--- src/rtl/bcd_add_sub_multiply_assert.svh ---
// assertion macros for the decimal add, subtract and multiply unit
`ifndef BCD_ADD_SUB_MULTIPLY_ASSERT_SVH
`define BCD_ADD_SUB_MULTIPLY_ASSERT_SVH

// condition implies consequence in the same cycle
`define BSM_ASSERT_NOW(label, clk, rst_n, cond, cons) \
    label: assert property (@(posedge clk) disable iff (!rst_n) (cond) |-> (cons)) \
        else $error("bsm same-cycle check failed");

// condition implies consequence in the next cycle
`define BSM_ASSERT_NEXT(label, clk, rst_n, cond, cons) \
    label: assert property (@(posedge clk) disable iff (!rst_n) (cond) |=> (cons)) \
        else $error("bsm next-cycle check failed");

`endif

--- src/rtl/bsm_pkg.sv ---
// shared types and constants for the decimal add, subtract and multiply unit
package bsm_pkg;

    localparam int BSM_DIGITS = 16;
    localparam int BSM_WORD_W = 64;

    localparam logic [1:0] CMD_ADD = 2'd0;
    localparam logic [1:0] CMD_SUB = 2'd1;
    localparam logic [1:0] CMD_MUL = 2'd2;

    localparam logic [1:0] ST_OK       = 2'd0;
    localparam logic [1:0] ST_OVERFLOW = 2'd1;
    localparam logic [1:0] ST_NEGATIVE = 2'd2;

    typedef struct packed {
        logic [1:0]            cmd;
        logic [BSM_WORD_W-1:0] operand_a;
        logic [BSM_WORD_W-1:0] operand_b;
    } t_req;

    typedef struct packed {
        logic [BSM_WORD_W-1:0] result_bcd;
        logic [1:0]            status;
    } t_rsp;

    typedef struct packed {
        logic clr;
        logic en;
        logic shift;
    } t_cell_ctl;

    typedef enum logic [1:0] {
        S_IDLE,
        S_STEP,
        S_SETTLE,
        S_DONE
    } t_state;

endpackage

--- src/rtl/bsm_cell.sv ---
// one decimal digit cell: holds a digit and a signed carry for its upper neighbour
module bsm_cell (
    input  logic              i_clk,
    input  bsm_pkg::t_cell_ctl i_ctl,
    input  logic [3:0]        i_d_sh,
    input  logic signed [5:0] i_c_sh,
    input  logic signed [5:0] i_c_nb,
    input  logic [3:0]        i_x,
    input  logic signed [4:0] i_m,
    output logic [3:0]        o_d,
    output logic signed [5:0] o_c
);
    import bsm_pkg::*;

    logic [3:0]        r_d, n_d;
    logic signed [5:0] r_c, n_c;
    logic [3:0]        d_base;
    logic signed [5:0] c_base;
    logic signed [9:0] prod;
    logic signed [9:0] s;
    logic [8:0]        u;
    logic [15:0]       qm;
    logic [4:0]        q;

    always_comb begin
        d_base = i_ctl.shift ? i_d_sh : r_d;
        c_base = i_ctl.shift ? i_c_sh : i_c_nb;
        prod   = $signed({6'd0, i_x}) * $signed({{5{i_m[4]}}, i_m});
        s      = $signed({6'd0, d_base}) + $signed({{4{c_base[5]}}, c_base}) + prod;
        // offset keeps the floor division on a non-negative value
        u      = 9'(s + 10'sd20);
        qm     = 16'(u) * 16'd205;
        q      = qm[15:11];
        n_d    = 4'(u - 9'(q) * 9'd10);
        n_c    = $signed(6'(q) - 6'd2);
    end

    always_ff @(posedge i_clk) begin
        if (i_ctl.clr) begin
            r_d <= '0;
            r_c <= '0;
        end else if (i_ctl.en) begin
            r_d <= n_d;
            r_c <= n_c;
        end
    end

    assign o_d = r_d;
    assign o_c = r_c;
endmodule

--- src/rtl/bcd_add_sub_multiply.sv ---
// top level: decimal add, subtract and multiply over a row of digit cells
//
//  channel | direction | handshake         | payload
//  request | in        | i_valid / o_ready | i_req (cmd, operand_a, operand_b)
//  result  | out       | o_valid / i_ready | o_rsp (result_bcd, status)
//
// add and subtract take a step that loads a and a step that adds or subtracts b,
// multiply takes a step per multiplier digit, then the settle state runs while carries
// ripple along the cell row until it sees them all clear, then the done state loads
// the result register once it is free.
// one request at a time; a new request is taken while a result waits in the register.
// reset is synchronous; a stalled result holds the unit in its final state.
module bcd_add_sub_multiply #(
    parameter int DIGITS = bsm_pkg::BSM_DIGITS
) (
    input  logic          i_clk,
    input  logic          i_rst_n,
    input  logic          i_valid,
    output logic          o_ready,
    input  bsm_pkg::t_req i_req,
    output logic          o_valid,
    input  logic          i_ready,
    output bsm_pkg::t_rsp o_rsp
);
    import bsm_pkg::*;

    localparam int KW = $clog2(DIGITS + 2);

    t_state            r_state, n_state;
    logic [KW-1:0]     r_k;
    logic [1:0]        r_cmd;
    logic [4*DIGITS-1:0] r_a, r_b;
    logic              r_bad, r_ovf;
    logic signed [7:0] r_top;
    logic              r_out_valid;
    t_rsp              r_rsp, n_rsp;

    t_cell_ctl         ctl;
    logic signed [4:0] m;
    logic [3:0]        x [DIGITS];
    logic [3:0]        d [DIGITS];
    logic signed [5:0] c [DIGITS];
    logic [3:0]        d_sh [DIGITS];
    logic signed [5:0] c_sh [DIGITS];
    logic signed [5:0] c_nb [DIGITS];
    logic [DIGITS-1:0] c_nz;
    logic signed [5:0] c_out2;
    logic              last_step;
    logic              accept;
    logic              load_out;

    assign accept    = i_valid && o_ready;
    assign last_step = (r_cmd == CMD_MUL) ? (r_k == KW'(DIGITS - 1)) : (r_k == KW'(1));
    assign load_out  = (r_state == S_DONE) && (!r_out_valid || i_ready);

    genvar gi;
    generate
        for (gi = 0; gi < DIGITS; gi++) begin : g_cell
            if (gi == 0) begin : g_lo
                assign d_sh[gi] = '0;
                assign c_nb[gi] = '0;
            end else begin : g_nb
                assign d_sh[gi] = d[gi-1];
                assign c_nb[gi] = c[gi-1];
            end
            if (gi < 2) begin : g_lo2
                assign c_sh[gi] = '0;
            end else begin : g_nb2
                assign c_sh[gi] = c[gi-2];
            end
            assign c_nz[gi] = (c[gi] != 6'sd0);

            bsm_cell u_cell (
                .i_clk  (i_clk),
                .i_ctl  (ctl),
                .i_d_sh (d_sh[gi]),
                .i_c_sh (c_sh[gi]),
                .i_c_nb (c_nb[gi]),
                .i_x    (x[gi]),
                .i_m    (m),
                .o_d    (d[gi]),
                .o_c    (c[gi])
            );
        end
        if (DIGITS > 1) begin : g_c2
            assign c_out2 = c[DIGITS-2];
        end else begin : g_c1
            assign c_out2 = '0;
        end
    endgenerate

    // next state
    always_comb begin
        n_state = r_state;
        case (r_state)
            S_IDLE: begin
                if (accept) begin
                    n_state = (i_req.cmd inside {CMD_ADD, CMD_SUB, CMD_MUL}) ? S_STEP : S_DONE;
                end
            end
            S_STEP: begin
                if (last_step) n_state = S_SETTLE;
            end
            S_SETTLE: begin
                if (c_nz == '0) n_state = S_DONE;
            end
            S_DONE: begin
                if (load_out) n_state = S_IDLE;
            end
            default: n_state = S_IDLE;
        endcase
    end

    // cell control and operand selection
    always_comb begin
        ctl     = '0;
        m       = '0;
        o_ready = 1'b0;
        for (int i = 0; i < DIGITS; i++) begin
            x[i] = '0;
        end
        case (r_state)
            S_IDLE: begin
                o_ready = 1'b1;
                ctl.clr = 1'b1;
            end
            S_STEP: begin
                ctl.en = 1'b1;
                if (r_cmd == CMD_MUL) begin
                    // horner: shift one digit up, add a times the next multiplier digit
                    ctl.shift = 1'b1;
                    m = $signed({1'b0, r_b[4*DIGITS-1 -: 4]});
                    for (int i = 0; i < DIGITS; i++) begin
                        x[i] = r_a[4*i +: 4];
                    end
                end else if (r_k == '0) begin
                    m = 5'sd1;
                    for (int i = 0; i < DIGITS; i++) begin
                        x[i] = r_a[4*i +: 4];
                    end
                end else begin
                    m = (r_cmd == CMD_SUB) ? -5'sd1 : 5'sd1;
                    for (int i = 0; i < DIGITS; i++) begin
                        x[i] = r_b[4*i +: 4];
                    end
                end
            end
            S_SETTLE: begin
                ctl.en = (c_nz != '0);
            end
            S_DONE: begin
                ctl = '0;
            end
            default: ctl = '0;
        endcase
    end

    // result word from the settled cells
    always_comb begin
        n_rsp = '0;
        if (r_bad || r_ovf || r_top > 8'sd0) begin
            n_rsp.status = ST_OVERFLOW;
        end else if (r_top < 8'sd0) begin
            n_rsp.status = ST_NEGATIVE;
        end else begin
            n_rsp.status = ST_OK;
            for (int i = 0; i < DIGITS; i++) begin
                n_rsp.result_bcd[4*i +: 4] = d[i];
            end
        end
    end

    always_ff @(posedge i_clk) begin
        if (!i_rst_n) begin
            r_state     <= S_IDLE;
            r_out_valid <= 1'b0;
            r_k         <= '0;
            r_bad       <= 1'b0;
            r_ovf       <= 1'b0;
            r_top       <= '0;
        end else begin
            r_state <= n_state;
            if (load_out) begin
                r_out_valid <= 1'b1;
            end else if (i_ready) begin
                r_out_valid <= 1'b0;
            end
            if (accept) begin
                r_k   <= '0;
                r_bad <= !(i_req.cmd inside {CMD_ADD, CMD_SUB, CMD_MUL});
                r_ovf <= 1'b0;
                r_top <= '0;
            end else if (ctl.en) begin
                if (r_state == S_STEP) r_k <= r_k + KW'(1);
                if (ctl.shift) begin
                    // anything leaving the top cell in a shift pushes past DIGITS digits
                    if (d[DIGITS-1] != 4'd0 || c[DIGITS-1] != 6'sd0 || c_out2 != 6'sd0) begin
                        r_ovf <= 1'b1;
                    end
                end else begin
                    r_top <= r_top + 8'(c[DIGITS-1]);
                end
            end
        end
    end

    always_ff @(posedge i_clk) begin
        if (accept) begin
            r_cmd <= i_req.cmd;
            r_a   <= i_req.operand_a[4*DIGITS-1:0];
            r_b   <= i_req.operand_b[4*DIGITS-1:0];
        end else if (r_state == S_STEP && r_cmd == CMD_MUL) begin
            r_b <= r_b << 4;
        end
        if (load_out) r_rsp <= n_rsp;
    end

    assign o_valid = r_out_valid;
    assign o_rsp   = r_rsp;

`include "bcd_add_sub_multiply_assert.svh"

    `BSM_ASSERT_NOW(a_err_zero, i_clk, i_rst_n, o_valid && o_rsp.status != ST_OK, o_rsp.result_bcd == '0)
    `BSM_ASSERT_NOW(a_status_code, i_clk, i_rst_n, o_valid, o_rsp.status <= ST_NEGATIVE)
    `BSM_ASSERT_NEXT(a_busy_after_req, i_clk, i_rst_n, accept, !o_ready)
    `BSM_ASSERT_NEXT(a_load_sets_valid, i_clk, i_rst_n, load_out, o_valid)

endmodule
--- config.mk ---
export PLATFORM = sky130hd
export DESIGN_NAME = bcd_add_sub_multiply
export DESIGN_NICKNAME = d
export VERILOG_FILES = /design/src/rtl/bsm_pkg.sv /design/src/rtl/bsm_cell.sv /design/src/rtl/bcd_add_sub_multiply.sv
export VERILOG_INCLUDE_DIRS = /design/src /design/src/rtl
export SDC_FILE = /design/constraint.sdc
export NUM_CORES = 2
export LEC_CHECK = 0
export BUFFER_PORTS_ARGS = -buffer_cell sky130_fd_sc_hd__buf_2
export CORE_MARGIN = 2
export CORE_UTILIZATION = 55
export CTS_CLUSTER_SIZE = 8
export DETAILED_ROUTE_END_ITERATION = 6
export GPL_TIMING_DRIVEN = 1
export PLACE_DENSITY_LB_ADDON = 0.08
export SLEW_MARGIN = 20
export SYNTH_ARGS = -nofsm -noshare
export SYNTH_HDL_FRONTEND = slang
export SYNTH_SLANG_ARGS = --single-unit
--- constraint.sdc ---
create_clock -name i_clk -period 9.3 [get_ports i_clk]
set_input_delay 1.395 -clock i_clk [delete_from_list [all_inputs] [get_ports i_clk]]
set_output_delay 1.395 -clock i_clk [all_outputs]
set_load 0.01 [all_outputs]
==> load_flow_metrics.sql <==
INSERT INTO impl_metrics (metric_group, metric, value, unit) VALUES
('placed_design', 'placedCellCount', '7647', ''),
('logic_synthesis', 'synth_top_area_cell', 'ha_1', ''),
('worst_hold_path', 'hold_class', 'flip-flop to flip-flop', ''),
('logic_synthesis', 'netlist-cell-type-count', '76', ''),
('timing', 'finalWorstSetupSlack', '-93.17', 'ps'),
('route', 'routed_wirelength', '154100', 'um'),
('critical_path', 'critPathLaunchType', 'flip-flop', ''),
('cts', 'ctsLongestPathBuffers', '3', ''),
('grt', 'first_global_vias', '42300', ''),
('logic_synthesis', 'area_share_of_and_or_nand_nor_cells_after_synthesis', '0.1229', ''),
('route', 'drt-wirelength-per-cell', '19.71', 'um'),
('critical_path', 'library_cell_appearing_most_often_on_the_critical_path', 'fa_1', ''),
('logic_synthesis', 'largest_family_of_logic_cells_by_synthesized_area', 'adder cells', ''),
('critical_path', 'cpMaxStageDelayCell', 'fa_1', ''),
('floorplan', 'pin_count', '202', ''),
('floorplan', 'floorplan.core_area', '96850', 'um2'),
('cts', 'clock_sink_total', '374', ''),
('logic_synthesis', 'post_synth.cell_area_avg', '9.030', 'um2'),
('floorplan', 'placementRows', '114', ''),
('critical_path', 'setup.worst_path.class', 'flip-flop to flip-flop', ''),
('logic_synthesis', 'post_synth_xor_area_fraction', '0.07815', ''),
('logic_synthesis', 'synth_cells', '5963', ''),
('outcome', 'status', 'finished, violations left', ''),
('critical_path', 'r2r-end', 'g_cell[10].u_cell.o_d[3]', ''),
('critical_path', 'crit_path_max_fanout', '10', ''),
('grt', 'grt_start_max_net_pins', '98', ''),
('timing', 'setup_tns', '-252.8', 'ps'),
('timing', 'finalCritPeriodShare', '1.010', ''),
('logic_synthesis', 'synth.ff_latch_count', '374', ''),
('logic_synthesis', 'yosys-mux-area-fraction', '0.03074', ''),
('critical_path', 'reg2reg_slack', '-90', 'ps'),
('critical_path', 'worstSetupEndpointType', 'flip-flop', ''),
('timing', 'slew_violations', '0', ''),
('cells_and_area', 'layout-drive-gt1-share', '0.1810', ''),
('critical_path', 'arrival', '9920', 'ps'),
('logic_synthesis', 'post_synth_most_frequent_cells', 'ha_1, inv_1, nand2_1, fa_1, nor2_1', ''),
('timing', 'fin_worst_skew', '43.97', 'ps'),
('floorplan', 'floorplan.initialDensity', '0.5560', ''),
('logic_synthesis', 'synth_largest_type_area_fraction', '0.2538', ''),
('cells_and_area', 'instances_no_fill', '7819', ''),
('run', 'cap_viol_max_count', '0', ''),
('placed_design', 'placement.cell_area', '59550', 'um2'),
('worst_hold_path', 'hold_start', 'r_ovf', ''),
('logic_synthesis', 'ys.flop_type', 'edfxtp_1', ''),
('outcome', 'violations', 'setup timing', ''),
('cells_and_area', 'fill_cell_instance_count_of_the_final_layout', '8074', ''),
('critical_path', 'worst_ep_required_time', '9820', 'ps'),
('route', 'drt_iter0_markers', '2756', ''),
('cells_and_area', 'nets', '8179', ''),
('floorplan', 'die_height', '316.9', 'um'),
('route', 'dr_total_vias', '42430', ''),
('cts', 'cts_tree', 'built', ''),
('route', 'dr.pass1.iters', '6', ''),
('grt', 'grt_use_total', '0.3041', ''),
('critical_path', 'r2r.worst_path.cells', '40', ''),
('route', 'remaining_antenna_violation_count_after_routing', '0', ''),
('grt', 'grt_first_pass_wirelength', '236400', 'um'),
('cts', 'inserted_clock_buffers', '56', ''),
('cells_and_area', 'final_design_utilization', '0.6532', ''),
('critical_path', 'critical_path.reg2reg.startpoint', 'r_cmd[1]', ''),
('route', 'via_per_inst', '5.427', ''),
('timing', 'tightestPinTransition', '1047', 'ps'),
('worst_hold_path', 'timing.hold.worst_path_depth', '2', ''),
('worst_hold_path', 'hold_end', 'r_ovf', ''),
('timing', 'max_freq', '106.5', 'MHz'),
('timing', 'setup_viol', '5', ''),
('route', 'drc', '0', ''),
('cts', 'clockRootBuffer', 'clkbuf_16', ''),
('logic_synthesis', 'synth-compound-area-share', '0.08491', ''),
('timing', 'min_period', '9393', 'ps'),
('floorplan', 'die-width', '316.9', 'um');
final cells by class:
| type | count | area (um2) | area share |
|---|---|---|---|
| Clock inverter | 8 | 140.1 | 0.002215 |
| Timing Repair Buffer | 655 | 4991 | 0.07889 |
| Multi-Input combinational cell | 4381 | 41610 | 0.6577 |
| Tap cell | 1276 | 1597 | 0.02523 |
| Antenna cell | 1 | 2.502 | 0.00003955 |
| Inverter | 1029 | 3875 | 0.06125 |
| Sequential cell | 374 | 9454 | 0.1494 |
| Clock buffer | 95 | 1598 | 0.02525 |
kinds of logic (layout without fill, tap and decap cells):
kind of cell / after synthesis / count (layout)
DFF: 374 / 374
AOI/OAI and AO/OA: 712 / 712
and+or+nand+nor: 1507 / 1507
buffers and inverters: 1208 / 1787
adders and majority gates: 1548 / 1548
xor gates and xnor gates: 462 / 462
muxes: 152 / 152
other: 0 / 1
worst max-delay path by stage:
stage	slack (ps)	startpoint	end
6_report	-90	r_cmd[1]	g_cell[10].u_cell.o_d[3]
2_1_floorplan	-10	r_state[1]	g_cell[10].u_cell.o_d[3]
4_1_cts	-80	r_cmd[0]	g_cell[11].u_cell.o_d[3]
3_3_place_gp	-160	r_cmd[1]	g_cell[12].u_cell.o_d[3]
3_5_place_dp	-260	r_k[0]	g_cell[1].u_cell.o_d[3]
5_1_grt	-470	r_cmd[0]	g_cell[5].u_cell.o_d[3]
what timing repair did:
| item | CTS | global route |
|---|---|---|
| gates resized for setup | 81 | 183 |
| buffers inserted | 20 | 35 |
| gates cloned | 6 | 6 |
| endpoints found under the setup margin | 47 | 96 |
| pin swaps | 71 | 124 |
cell usage in the layout, fill, tap and decap left out, types with 61 or more instances in the layout:
master,count
buf_2,201
a211oi_1,103
ha_1,1049
dfxtp_1,176
nand2_1,669
a21oi_1,177
fa_1,425
xor2_1,110
o21ai_0,63
nor2_1,416
inv_1,1016
xnor2_1,272
edfxtp_1,196
and2_1,91
buf_4,406
mux2_2,100
xnor2_2,62
a21o_1,92
clkbuf_16,61
worst max-delay path, delay by kind of cell (launching register included):
family,cells,cell delay (ps)
and+or+nand+nor,5,720
AOI/OAI and AO/OA,5,950
adders and majority gates,11,4650
xor gates and xnor gates,5,790
buffers and inverters,13,1400
muxes,1,290
DFF,1,390
per-layer routing:
metal	up-vias	global-route usage	routed length, um	part of all wire
met5	-	0	13	0.000084
met4	2	0.08030	4668	0.030
met3	238	0.04780	11300	0.073
met2	1227	0.4909	69540	0.45
met1	20380	0.4249	68590	0.45
li1	20580	-	-	-
state kept, by name, summed over array words and instances, names as in the netlist:
signal / count
r_bad: 1
r_cmd: 2
g_cell.u_cell.o_c: 96
r_k: 5
r_ovf: 1
g_cell.u_cell.o_d: 64
r_top: 8
o_rsp: 66
r_state: 2
r_b: 64
r_a: 64
o_valid: 1
metrics by stage:
| stage | setup slack, ps | hold WS, ps |
|---|---|---|
| 6_report | -93.17 | 476.4 |
| 5_1_grt | -470.7 | 515.7 |
| 4_1_cts | -77.60 | 476.3 |
| 3_5_place_dp | -262.1 | 464.3 |
| 3_3_place_gp | -160.2 | 453.1 |
| 2_1_floorplan | -13.46 | 433.5 |
Power is not shown: default switching activity piles up to over one toggle a cycle in this logic, so the estimate is an artifact.
